## src/rtl/cmam_pkg.sv

```systemverilog
package cmam_pkg;

   localparam int unsigned YEAR_W  = 14;
   localparam int unsigned MONTH_W = 4;
   localparam int unsigned DAY_W   = 5;
   localparam int unsigned HOUR_W  = 5;
   localparam int unsigned MIN_W   = 6;
   localparam int unsigned WDAY_W  = 3;
   localparam int unsigned CENT_W  = 8;
   localparam int unsigned REM_W   = 7;
   localparam int unsigned CSR_IDX_W  = 3;
   localparam int unsigned CSR_DATA_W = 64;

   localparam logic [YEAR_W-1:0]  YEAR_MIN   = 14'd1600;
   localparam logic [YEAR_W-1:0]  YEAR_MAX   = 14'd9999;
   localparam logic [YEAR_W-1:0]  YEAR_RESET = 14'd1970;
   localparam logic [MONTH_W-1:0] MONTH_MAX  = 4'd12;
   localparam logic [HOUR_W-1:0]  HOUR_MAX   = 5'd23;
   localparam logic [MIN_W-1:0]   MIN_MAX    = 6'd59;
   localparam logic [WDAY_W-1:0]  WDAY_MAX   = 3'd6;
   localparam logic [WDAY_W-1:0]  WDAY_RESET = 3'd4;
   localparam logic [REM_W-1:0]   REM_MAX    = 7'd99;
   localparam logic [REM_W-1:0]   REM_RESET  = 7'd70;
   localparam logic [1:0]         Q4_RESET   = 2'd3;

   // reciprocal of 100, exact for values below 43699
   localparam logic [12:0] RECIP_100 = 13'd5243;
   localparam int unsigned RECIP_SHIFT = 19;

   localparam logic KIND_LOAD = 1'b0;
   localparam logic KIND_TICK = 1'b1;

   localparam logic [CSR_IDX_W-1:0] CSR_MINUTE_MASK  = 3'd0;
   localparam logic [CSR_IDX_W-1:0] CSR_HOUR_MASK    = 3'd1;
   localparam logic [CSR_IDX_W-1:0] CSR_DAY_MASK     = 3'd2;
   localparam logic [CSR_IDX_W-1:0] CSR_MONTH_MASK   = 3'd3;
   localparam logic [CSR_IDX_W-1:0] CSR_WEEKDAY_MASK = 3'd4;

   typedef struct packed {
      logic [59:0] minute;
      logic [23:0] hour;
      logic [30:0] day;
      logic [11:0] month;
      logic [6:0]  weekday;
   } mask_type;

   typedef struct packed {
      logic               kind;
      logic [YEAR_W-1:0]  year;
      logic [MONTH_W-1:0] month;
      logic [DAY_W-1:0]   day;
      logic [HOUR_W-1:0]  hour;
      logic [MIN_W-1:0]   minute;
   } raw_type;

   typedef struct packed {
      logic               kind;
      logic               ok;
      logic [YEAR_W-1:0]  year;
      logic [MONTH_W-1:0] month;
      logic [DAY_W-1:0]   day;
      logic [HOUR_W-1:0]  hour;
      logic [MIN_W-1:0]   minute;
      logic [WDAY_W-1:0]  weekday;
      logic [REM_W-1:0]   rem100;
      logic [1:0]         cent_q4;
   } load_type;

   typedef struct packed {
      logic [YEAR_W-1:0]  year;
      logic [MONTH_W-1:0] month;
      logic [DAY_W-1:0]   day;
      logic [HOUR_W-1:0]  hour;
      logic [MIN_W-1:0]   minute;
      logic [WDAY_W-1:0]  weekday;
      logic               matched;
      logic               load_error;
   } rsp_type;

   // common-year month length, zero for codes that are no month
   function automatic logic [DAY_W-1:0] month_len(input logic [MONTH_W-1:0] month);
      logic [DAY_W-1:0] len;
      unique case (month)
         4'd1, 4'd3, 4'd5, 4'd7, 4'd8, 4'd10, 4'd12: len = 5'd31;
         4'd4, 4'd6, 4'd9, 4'd11:                    len = 5'd30;
         4'd2:                                       len = 5'd28;
         default:                                    len = 5'd0;
      endcase
      return len;
   endfunction

   // (13 * (m + 1)) / 5 mod 7, with january and february as months 13 and 14
   function automatic logic [WDAY_W-1:0] month_term(input logic [MONTH_W-1:0] month);
      logic [WDAY_W-1:0] term;
      unique case (month)
         4'd1:    term = 3'd1;
         4'd2:    term = 3'd4;
         4'd3:    term = 3'd3;
         4'd4:    term = 3'd6;
         4'd5:    term = 3'd1;
         4'd6:    term = 3'd4;
         4'd7:    term = 3'd6;
         4'd8:    term = 3'd2;
         4'd9:    term = 3'd5;
         4'd10:   term = 3'd0;
         4'd11:   term = 3'd3;
         4'd12:   term = 3'd5;
         default: term = 3'd0;
      endcase
      return term;
   endfunction

endpackage

```

## src/rtl/cmam_load_decode.sv

```systemverilog
module cmam_load_decode (
   input  logic               clock,
   input  logic               reset,
   input  logic               in_valid,
   input  cmam_pkg::raw_type  in_item,
   output logic               in_ready,
   output logic               out_valid,
   input  logic               out_ready,
   output cmam_pkg::load_type out_load
);

   typedef struct packed {
      cmam_pkg::raw_type                  raw;
      logic [cmam_pkg::CENT_W-1:0]        cent;
      logic [cmam_pkg::REM_W-1:0]         yrem;
      logic [cmam_pkg::REM_W-1:0]         rem100;
      logic [1:0]                         cent_q4;
      logic                               leap;
      logic [cmam_pkg::WDAY_W-1:0]        term;
      logic                               rng_ok;
   } stage_type;

   stage_type stage_ff, stage_in;
   logic      valid_ff, valid_in;

   logic [26:0]                  prod;
   logic [cmam_pkg::CENT_W-1:0]  quot;
   logic [cmam_pkg::REM_W-1:0]   rem;
   logic                         early;

   logic [cmam_pkg::DAY_W-1:0]   dim;
   logic                         day_ok;
   logic [10:0]                  wsum;
   logic [4:0]                   fold1;
   logic [3:0]                   fold2;
   logic [cmam_pkg::WDAY_W-1:0]  wday;

   assign in_ready = !valid_ff || out_ready;

   // century split, leap flag, range check and zeller terms of the raw load
   always_comb begin
      prod  = 27'(in_item.year) * 27'(cmam_pkg::RECIP_100);
      quot  = prod[cmam_pkg::RECIP_SHIFT +: cmam_pkg::CENT_W];
      rem   = cmam_pkg::REM_W'(in_item.year - 14'(quot) * 14'd100);
      early = in_item.month < 4'd3;

      stage_in.raw     = in_item;
      stage_in.rem100  = rem;
      stage_in.cent_q4 = quot[1:0];
      stage_in.leap    = (in_item.year[1:0] == 2'd0) && ((rem != '0) || (quot[1:0] == 2'd0));
      stage_in.term    = cmam_pkg::month_term(in_item.month);
      stage_in.cent    = quot;
      stage_in.yrem    = rem;
      if (early) begin
         if (rem == '0) begin
            stage_in.cent = quot - 8'd1;
            stage_in.yrem = cmam_pkg::REM_MAX;
         end else begin
            stage_in.yrem = rem - 7'd1;
         end
      end
      stage_in.rng_ok = (in_item.year >= cmam_pkg::YEAR_MIN) &&
                        (in_item.year <= cmam_pkg::YEAR_MAX) &&
                        (in_item.month >= 4'd1) && (in_item.month <= cmam_pkg::MONTH_MAX) &&
                        (in_item.day >= 5'd1) && (in_item.hour <= cmam_pkg::HOUR_MAX) &&
                        (in_item.minute <= cmam_pkg::MIN_MAX);
   end

   always_comb begin
      valid_in = valid_ff;
      if (in_ready) begin
         valid_in = in_valid;
      end
   end

   always_ff @(posedge clock) begin
      if (reset) begin
         valid_ff <= 1'b0;
      end else begin
         valid_ff <= valid_in;
      end
   end

   always_ff @(posedge clock) begin
      if (in_ready && in_valid) begin
         stage_ff <= stage_in;
      end
   end

   // day check and weekday, -2c taken as +5c and -1 as +6 mod 7
   always_comb begin
      dim = cmam_pkg::month_len(stage_ff.raw.month) +
            5'((stage_ff.raw.month == 4'd2) && stage_ff.leap);
      day_ok = stage_ff.raw.day <= dim;
      wsum = 11'(stage_ff.cent >> 2) + 11'(stage_ff.cent) * 11'd5 +
             11'(stage_ff.yrem) + 11'(stage_ff.yrem >> 2) +
             11'(stage_ff.term) + 11'(stage_ff.raw.day) + 11'd6;
      fold1 = 5'(wsum[2:0]) + 5'(wsum[5:3]) + 5'(wsum[8:6]) + 5'(wsum[10:9]);
      fold2 = 4'(fold1[2:0]) + 4'(fold1[4:3]);
      wday  = (fold2 >= 4'd7) ? 3'(fold2 - 4'd7) : fold2[2:0];

      out_load.kind    = stage_ff.raw.kind;
      out_load.ok      = stage_ff.rng_ok && day_ok;
      out_load.year    = stage_ff.raw.year;
      out_load.month   = stage_ff.raw.month;
      out_load.day     = stage_ff.raw.day;
      out_load.hour    = stage_ff.raw.hour;
      out_load.minute  = stage_ff.raw.minute;
      out_load.weekday = wday;
      out_load.rem100  = stage_ff.rem100;
      out_load.cent_q4 = stage_ff.cent_q4;
   end

   assign out_valid = valid_ff;

endmodule

```

## src/rtl/cmam_time_keeper.sv

```systemverilog
module cmam_time_keeper (
   input  logic               clock,
   input  logic               reset,
   input  logic               in_valid,
   input  cmam_pkg::load_type in_load,
   output logic               in_ready,
   input  cmam_pkg::mask_type masks,
   output logic               rsp_valid,
   input  logic               rsp_stall,
   output cmam_pkg::rsp_type  rsp
);

   logic [cmam_pkg::YEAR_W-1:0]  year_ff, year_in;
   logic [cmam_pkg::MONTH_W-1:0] month_ff, month_in;
   logic [cmam_pkg::DAY_W-1:0]   day_ff, day_in;
   logic [cmam_pkg::HOUR_W-1:0]  hour_ff, hour_in;
   logic [cmam_pkg::MIN_W-1:0]   minute_ff, minute_in;
   logic [cmam_pkg::WDAY_W-1:0]  wday_ff, wday_in;
   logic [cmam_pkg::REM_W-1:0]   rem_ff, rem_in;
   logic [1:0]                   q4_ff, q4_in;
   logic                         rsp_valid_ff, rsp_valid_in;
   cmam_pkg::rsp_type            rsp_ff, rsp_in;

   logic                         fire;
   logic                         leap_now;
   logic [cmam_pkg::DAY_W-1:0]   dim_now;
   logic                         at_end;
   logic [cmam_pkg::DAY_W-1:0]   day_idx;
   logic [cmam_pkg::MONTH_W-1:0] month_idx;

   assign in_ready = !rsp_valid_ff || !rsp_stall;
   assign fire     = in_valid && in_ready;

   assign leap_now = (year_ff[1:0] == 2'd0) && ((rem_ff != '0) || (q4_ff == 2'd0));
   assign dim_now  = cmam_pkg::month_len(month_ff) + 5'((month_ff == 4'd2) && leap_now);
   assign at_end   = (year_ff >= cmam_pkg::YEAR_MAX) && (month_ff == cmam_pkg::MONTH_MAX) &&
                     (day_ff == 5'd31) && (hour_ff == cmam_pkg::HOUR_MAX) &&
                     (minute_ff == cmam_pkg::MIN_MAX);

   always_comb begin
      year_in   = year_ff;
      month_in  = month_ff;
      day_in    = day_ff;
      hour_in   = hour_ff;
      minute_in = minute_ff;
      wday_in   = wday_ff;
      rem_in    = rem_ff;
      q4_in     = q4_ff;
      if (in_load.kind == cmam_pkg::KIND_LOAD) begin
         if (in_load.ok) begin
            year_in   = in_load.year;
            month_in  = in_load.month;
            day_in    = in_load.day;
            hour_in   = in_load.hour;
            minute_in = in_load.minute;
            wday_in   = in_load.weekday;
            rem_in    = in_load.rem100;
            q4_in     = in_load.cent_q4;
         end
      end else if (!at_end) begin
         if (minute_ff != cmam_pkg::MIN_MAX) begin
            minute_in = minute_ff + 6'd1;
         end else begin
            minute_in = '0;
            if (hour_ff != cmam_pkg::HOUR_MAX) begin
               hour_in = hour_ff + 5'd1;
            end else begin
               hour_in = '0;
               wday_in = (wday_ff == cmam_pkg::WDAY_MAX) ? '0 : wday_ff + 3'd1;
               if (day_ff < dim_now) begin
                  day_in = day_ff + 5'd1;
               end else begin
                  day_in = 5'd1;
                  if (month_ff != cmam_pkg::MONTH_MAX) begin
                     month_in = month_ff + 4'd1;
                  end else begin
                     month_in = 4'd1;
                     year_in  = year_ff + 14'd1;
                     if (rem_ff == cmam_pkg::REM_MAX) begin
                        rem_in = '0;
                        q4_in  = q4_ff + 2'd1;
                     end else begin
                        rem_in = rem_ff + 7'd1;
                     end
                  end
               end
            end
         end
      end
   end

   always_comb begin
      day_idx   = day_in - 5'd1;
      month_idx = month_in - 4'd1;
      rsp_in.year       = year_in;
      rsp_in.month      = month_in;
      rsp_in.day        = day_in;
      rsp_in.hour       = hour_in;
      rsp_in.minute     = minute_in;
      rsp_in.weekday    = wday_in;
      rsp_in.matched    = masks.minute[minute_in] && masks.hour[hour_in] &&
                          masks.day[day_idx] && masks.month[month_idx] &&
                          masks.weekday[wday_in];
      rsp_in.load_error = (in_load.kind == cmam_pkg::KIND_LOAD) && !in_load.ok;
   end

   always_comb begin
      rsp_valid_in = rsp_valid_ff;
      if (in_ready) begin
         rsp_valid_in = in_valid;
      end
   end

   always_ff @(posedge clock) begin
      if (reset) begin
         rsp_valid_ff <= 1'b0;
         year_ff      <= cmam_pkg::YEAR_RESET;
         month_ff     <= 4'd1;
         day_ff       <= 5'd1;
         hour_ff      <= '0;
         minute_ff    <= '0;
         wday_ff      <= cmam_pkg::WDAY_RESET;
         rem_ff       <= cmam_pkg::REM_RESET;
         q4_ff        <= cmam_pkg::Q4_RESET;
      end else begin
         rsp_valid_ff <= rsp_valid_in;
         if (fire) begin
            year_ff   <= year_in;
            month_ff  <= month_in;
            day_ff    <= day_in;
            hour_ff   <= hour_in;
            minute_ff <= minute_in;
            wday_ff   <= wday_in;
            rem_ff    <= rem_in;
            q4_ff     <= q4_in;
         end
      end
   end

   always_ff @(posedge clock) begin
      if (fire) begin
         rsp_ff <= rsp_in;
      end
   end

   assign rsp_valid = rsp_valid_ff;
   assign rsp       = rsp_ff;

endmodule

```

## src/rtl/calendar_minute_alarm_matcher.sv

```systemverilog
// path: an accepted item passes the input, decode and result registers in order
// throughput: one item per cycle while rsp_stall is low, set by the input, decode and result registers
// reset: synchronous, active high; time returns to 1970-01-01 00:00 thursday,
// all masks clear, pipeline empties
module calendar_minute_alarm_matcher (
   input  logic                                clock,
   input  logic                                reset,
   input  logic                                req_valid,
   output logic                                req_stall,
   input  logic                                req_kind,
   input  logic [cmam_pkg::YEAR_W-1:0]         req_load_year,
   input  logic [cmam_pkg::MONTH_W-1:0]        req_load_month,
   input  logic [cmam_pkg::DAY_W-1:0]          req_load_day,
   input  logic [cmam_pkg::HOUR_W-1:0]         req_load_hour,
   input  logic [cmam_pkg::MIN_W-1:0]          req_load_minute,
   output logic                                rsp_valid,
   input  logic                                rsp_stall,
   output logic [cmam_pkg::YEAR_W-1:0]         rsp_year_out,
   output logic [cmam_pkg::MONTH_W-1:0]        rsp_month_out,
   output logic [cmam_pkg::DAY_W-1:0]          rsp_day_out,
   output logic [cmam_pkg::HOUR_W-1:0]         rsp_hour_out,
   output logic [cmam_pkg::MIN_W-1:0]          rsp_minute_out,
   output logic [cmam_pkg::WDAY_W-1:0]         rsp_weekday_out,
   output logic                                rsp_matched,
   output logic                                rsp_load_error,
   input  logic                                csr_valid,
   output logic                                csr_ready,
   input  logic [cmam_pkg::CSR_IDX_W-1:0]      csr_index,
   input  logic [cmam_pkg::CSR_DATA_W-1:0]     csr_data
);

   logic                 in_valid_ff, in_valid_in;
   cmam_pkg::raw_type    in_item_ff, in_item_in;
   logic                 in_ready;
   cmam_pkg::mask_type   masks_ff;
   logic                 dec_valid;
   logic                 dec_ready;
   cmam_pkg::load_type   dec_load;
   logic                 tk_ready;
   cmam_pkg::rsp_type    rsp;

   assign in_ready  = !in_valid_ff || dec_ready;
   assign req_stall = !in_ready;
   assign csr_ready = 1'b1;

   always_comb begin
      in_item_in.kind   = req_kind;
      in_item_in.year   = req_load_year;
      in_item_in.month  = req_load_month;
      in_item_in.day    = req_load_day;
      in_item_in.hour   = req_load_hour;
      in_item_in.minute = req_load_minute;
      in_valid_in = in_valid_ff;
      if (in_ready) begin
         in_valid_in = req_valid;
      end
   end

   always_ff @(posedge clock) begin
      if (reset) begin
         in_valid_ff <= 1'b0;
      end else begin
         in_valid_ff <= in_valid_in;
      end
   end

   always_ff @(posedge clock) begin
      if (in_ready && req_valid) begin
         in_item_ff <= in_item_in;
      end
   end

   always_ff @(posedge clock) begin
      if (reset) begin
         masks_ff <= '0;
      end else if (csr_valid && csr_ready) begin
         unique case (csr_index)
            cmam_pkg::CSR_MINUTE_MASK:  masks_ff.minute  <= csr_data[59:0];
            cmam_pkg::CSR_HOUR_MASK:    masks_ff.hour    <= csr_data[23:0];
            cmam_pkg::CSR_DAY_MASK:     masks_ff.day     <= csr_data[30:0];
            cmam_pkg::CSR_MONTH_MASK:   masks_ff.month   <= csr_data[11:0];
            cmam_pkg::CSR_WEEKDAY_MASK: masks_ff.weekday <= csr_data[6:0];
            default: ;
         endcase
      end
   end

   cmam_load_decode u_decode (
      .clock     (clock),
      .reset     (reset),
      .in_valid  (in_valid_ff),
      .in_item   (in_item_ff),
      .in_ready  (dec_ready),
      .out_valid (dec_valid),
      .out_ready (tk_ready),
      .out_load  (dec_load)
   );

   cmam_time_keeper u_keeper (
      .clock     (clock),
      .reset     (reset),
      .in_valid  (dec_valid),
      .in_load   (dec_load),
      .in_ready  (tk_ready),
      .masks     (masks_ff),
      .rsp_valid (rsp_valid),
      .rsp_stall (rsp_stall),
      .rsp       (rsp)
   );

   assign rsp_year_out    = rsp.year;
   assign rsp_month_out   = rsp.month;
   assign rsp_day_out     = rsp.day;
   assign rsp_hour_out    = rsp.hour;
   assign rsp_minute_out  = rsp.minute;
   assign rsp_weekday_out = rsp.weekday;
   assign rsp_matched     = rsp.matched;
   assign rsp_load_error  = rsp.load_error;

endmodule
```

## config.mk

```make
export PLATFORM = sky130hd
export DESIGN_NAME = calendar_minute_alarm_matcher
export DESIGN_NICKNAME = d
export VERILOG_FILES = /design/src/rtl/cmam_pkg.sv /design/src/rtl/cmam_load_decode.sv /design/src/rtl/cmam_time_keeper.sv /design/src/rtl/calendar_minute_alarm_matcher.sv
export SDC_FILE = /design/constraint.sdc
export NUM_CORES = 1
export LEC_CHECK = 0
export ABC_AREA = 1
export BUFFER_PORTS_ARGS = -buffer_cell sky130_fd_sc_hd__buf_2
export CELL_PAD_IN_SITES_DETAIL_PLACEMENT = 0
export CELL_PAD_IN_SITES_GLOBAL_PLACEMENT = 1
export CORE_MARGIN = 5
export CORE_UTILIZATION = 47
export CTS_CLUSTER_DIAMETER = 100
export DETAILED_ROUTE_END_ITERATION = 8
export PLACE_DENSITY = 0.79
export SLEW_MARGIN = 25
export SYNTH_ARGS = -nofsm -noshare
export SYNTH_HDL_FRONTEND = slang
export SYNTH_SLANG_ARGS = --single-unit
```

## constraint.sdc

```tcl
create_clock -name clock -period 9 [get_ports clock]
set_input_delay 0.45 -clock clock [delete_from_list [all_inputs] [get_ports clock]]
set_output_delay 0.45 -clock clock [all_outputs]
set_load 0.02 [all_outputs]
```

==> flow_metrics.py <==
metrics = {
    "worst_setup_path": {
        "timing.rr.end": "u_keeper.rsp[1]",
        "worst-endpoint-arrival_ns": 8.67,
        "rr_worst_depth": 41,
        "startpoint_type": "register",
        "startpoint": "u_decode.stage_ff[16]",
        "r2r_setup_slack_ns": 0.76,
        "critPathCapture": "u_keeper.rsp[1]",
        "cp_top_family": "adder cells",
        "crit_slowest_cell": "fa_1",
        "worstPathMaxFanout": 6,
        "critPathMaxStageDelay_ns": 0.49,
        "path_buf_inv": 5,
        "required_ns": 9.42,
        "path_class": "reg2reg",
        "r2r-start": "u_decode.stage_ff[16]",
        "crit_cells": 41,
        "worst_setup_path_end_kind": "register",
    },
    "floorplanning": {
        "design.die.area_um2": 49500,
        "num_io_pins": 149,
        "start_util": 0.477,
        "die_h_um": 223,
        "core-area_um2": 44500,
        "die_w_um": 223,
        "rows": 77,
    },
    "routing": {
        "dr_total_vias": 17441,
        "drt_wl_total_um": 59900,
        "wl_per_cell_um": 18.2,
        "drt-initial-drc-count": 1215,
        "drcViolationCount": 0,
        "firstDrtPassIters": 5,
        "viasPerCell": 5.30,
        "antenna_left": 0,
    },
    "global_route": {
        "grt_pass1_vias": 16941,
        "antenna_found_initial": 3,
        "grt_overflow_total": 0,
        "grt_max_degree": 130,
        "grt_use_total": 0.237,
        "grt_pass1_wl_um": 94200,
    },
    "placed_design": {
        "portBuffers": 143,
        "placedCellCount": 3222,
        "dpl.hpwl_um": 44300,
        "place_congestion": 0.901,
    },
    "clock_network": {
        "postCtsSetupBuffers": 0,
        "clk_pin_slew_ns": 0.06,
        "clock-sinks": 325,
        "worstSkewPairLatency_ns": 0.56,
        "htreeDepth": 2,
        "hold_buffers": 0,
        "cts.path.max_buffers": 3,
        "cts_tree": "done",
        "cts_buffers": 38,
        "ctsResizeCount": 0,
        "root_buffer": "clkbuf_16",
    },
    "finish": {
        "fin_nets": 3060,
        "post-route-util": 0.531,
        "nFillCells": 4241,
        "n_antenna_cell": 0,
        "syn2layout_area_growth_pct": 11.3,
        "drive_gt1_frac": 0.107,
        "finalNonFillerCells": 3292,
    },
    "yosys": {
        "synth_top_area_frac": 0.192,
        "seq_area_frac_synth": 0.370,
        "synth_edf_count": 136,
        "synthCells": 2559,
        "ys_warn_count": 0,
        "synthTopCellsByCount": "399 x inv_1, 357 x nand2_1, 303 x nor2_1",
        "avgSynthCellArea_um2": 8.30,
        "ys_ff_latch": 325,
        "yosysUniqueCellTypes": 62,
        "syn_nets": 2949,
        "synth_flop_cell": "dfxtp_1",
        "netlist_area_um2": 21200,
        "ys_async_sr_fraction": 0,
        "synth_area_leaders": "edfxtp_1 19%, dfxtp_1 18%, ha_1 11%, fa_1 9.1%, inv_1 7.1%",
        "synth.largest_area_cell": "edfxtp_1",
        "synth.most_common_cell": "inv_1",
    },
    "sta": {
        "post-route-period-util": 0.916,
        "clock.fmax_ghz": 0.121,
        "finalHoldViolCount": 0,
        "hold_ws_ns": 0.0623,
        "worst_slew_pin_slew_ns": 1.01,
        "setup_violations": 0,
        "tns_ns": 0,
        "relSlewSlack": 0.328,
        "final.setup_skew_ns": 0.0172,
        "finalMaxSlewViolations": 0,
        "rsz0062_at_grt": "false",
        "period_needed_ns": 8.24,
    },
    "min_path": {
        "hold_class": "in2reg",
    },
    "run": {
        "maxCapViolCount": 0,
    },
    "status": {
        "status": "complete, no violations",
    },
}
## state kept, by name, summed over array words and instances (netlist names), 3 cells and up, named ones only
| signal | flops |
|---|---|
| u_keeper.day_ff | 5 |
| u_keeper.hour_ff | 5 |
| u_keeper.minute_ff | 6 |
| u_keeper.rem_ff | 7 |
| u_keeper.wday_ff | 3 |
| u_decode.out_load | 42 |
| in_item_ff | 35 |
| u_keeper.year_ff | 14 |
| u_decode.stage_ff | 20 |
| u_keeper.month_ff | 4 |
| masks_ff | 134 |
| u_keeper.rsp | 39 |
## logic make-up after synthesis
| logic type | synth area share |
|---|---|
| other | 0.000177 |
| xor gates and xnor gates | 0.0181 |
| AOI/OAI and AO/OA | 0.109 |
| adders and majority gates | 0.201 |
| and+or+nand+nor | 0.209 |
| DFF | 0.370 |
| buffers and inverters | 0.0924 |
## cell usage in the layout, fill, tap and decap left out, drive strengths merged, types with 50 or more instances in the layout
| cell type | synthesis | final |
|---|---|---|
| a21oi | 133 | 133 |
| buf | 28 | 154 |
| clkbuf | 55 | 50 |
| dfxtp | 189 | 189 |
| edfxtp | 136 | 136 |
| fa | 97 | 97 |
| ha | 186 | 186 |
| inv | 413 | 415 |
| nand2 | 381 | 381 |
| nand3 | 207 | 207 |
| nor2 | 316 | 316 |
| o21ai | 234 | 234 |
## metrics by stage
stage / area [µm²] / worst slack, ns
6_report: 23600 / 0.758
5_1_grt: 23600 / 0.255
4_1_cts: 23600 / 0.766
3_5_place_dp: 22400 / 0.827
3_3_place_gp: 22400 / 0.995
2_1_floorplan: 21200 / 1.59
## worst min-delay path by stage
stage	from	to	slack, ns	cells past startpoint
2_1_floorplan	in_item_ff[0]	u_decode.out_load[12]	0.40	0
3_3_place_gp	in_item_ff[7]	u_decode.out_load[19]	0.41	0
3_5_place_dp	in_item_ff[7]	u_decode.out_load[19]	0.41	0
4_1_cts	req_load_month[1]	in_item_ff[17]	0.03	1
5_1_grt	req_load_day[1]	in_item_ff[12]	0.04	1
6_report	req_load_month[1]	in_item_ff[17]	0.06	1
## per-layer routing
layer  wire length (µm)  vias to the layer above  track usage
met5                 24                        -            0
met4               1540                        4       0.0609
met3               3830                       92       0.0395
met2              27200                      481        0.378
met1              27300                     8260        0.339
li1                   -                     8604            -
## area by class of cell
class	count	area (µm²)	share of cell area
multi-input cells	1736	11400	0.484
flip-flops and latches	325	7870	0.333
inverters	415	1560	0.0661
clock buffers	50	1030	0.0435
repair buffers	154	815	0.0345
well taps	592	741	0.0313
clock inverters	20	194	0.00820
Power is left out: the tool's default activity adds up to more than one toggle a clock period on the data nets, which glitch-free logic cannot reach.
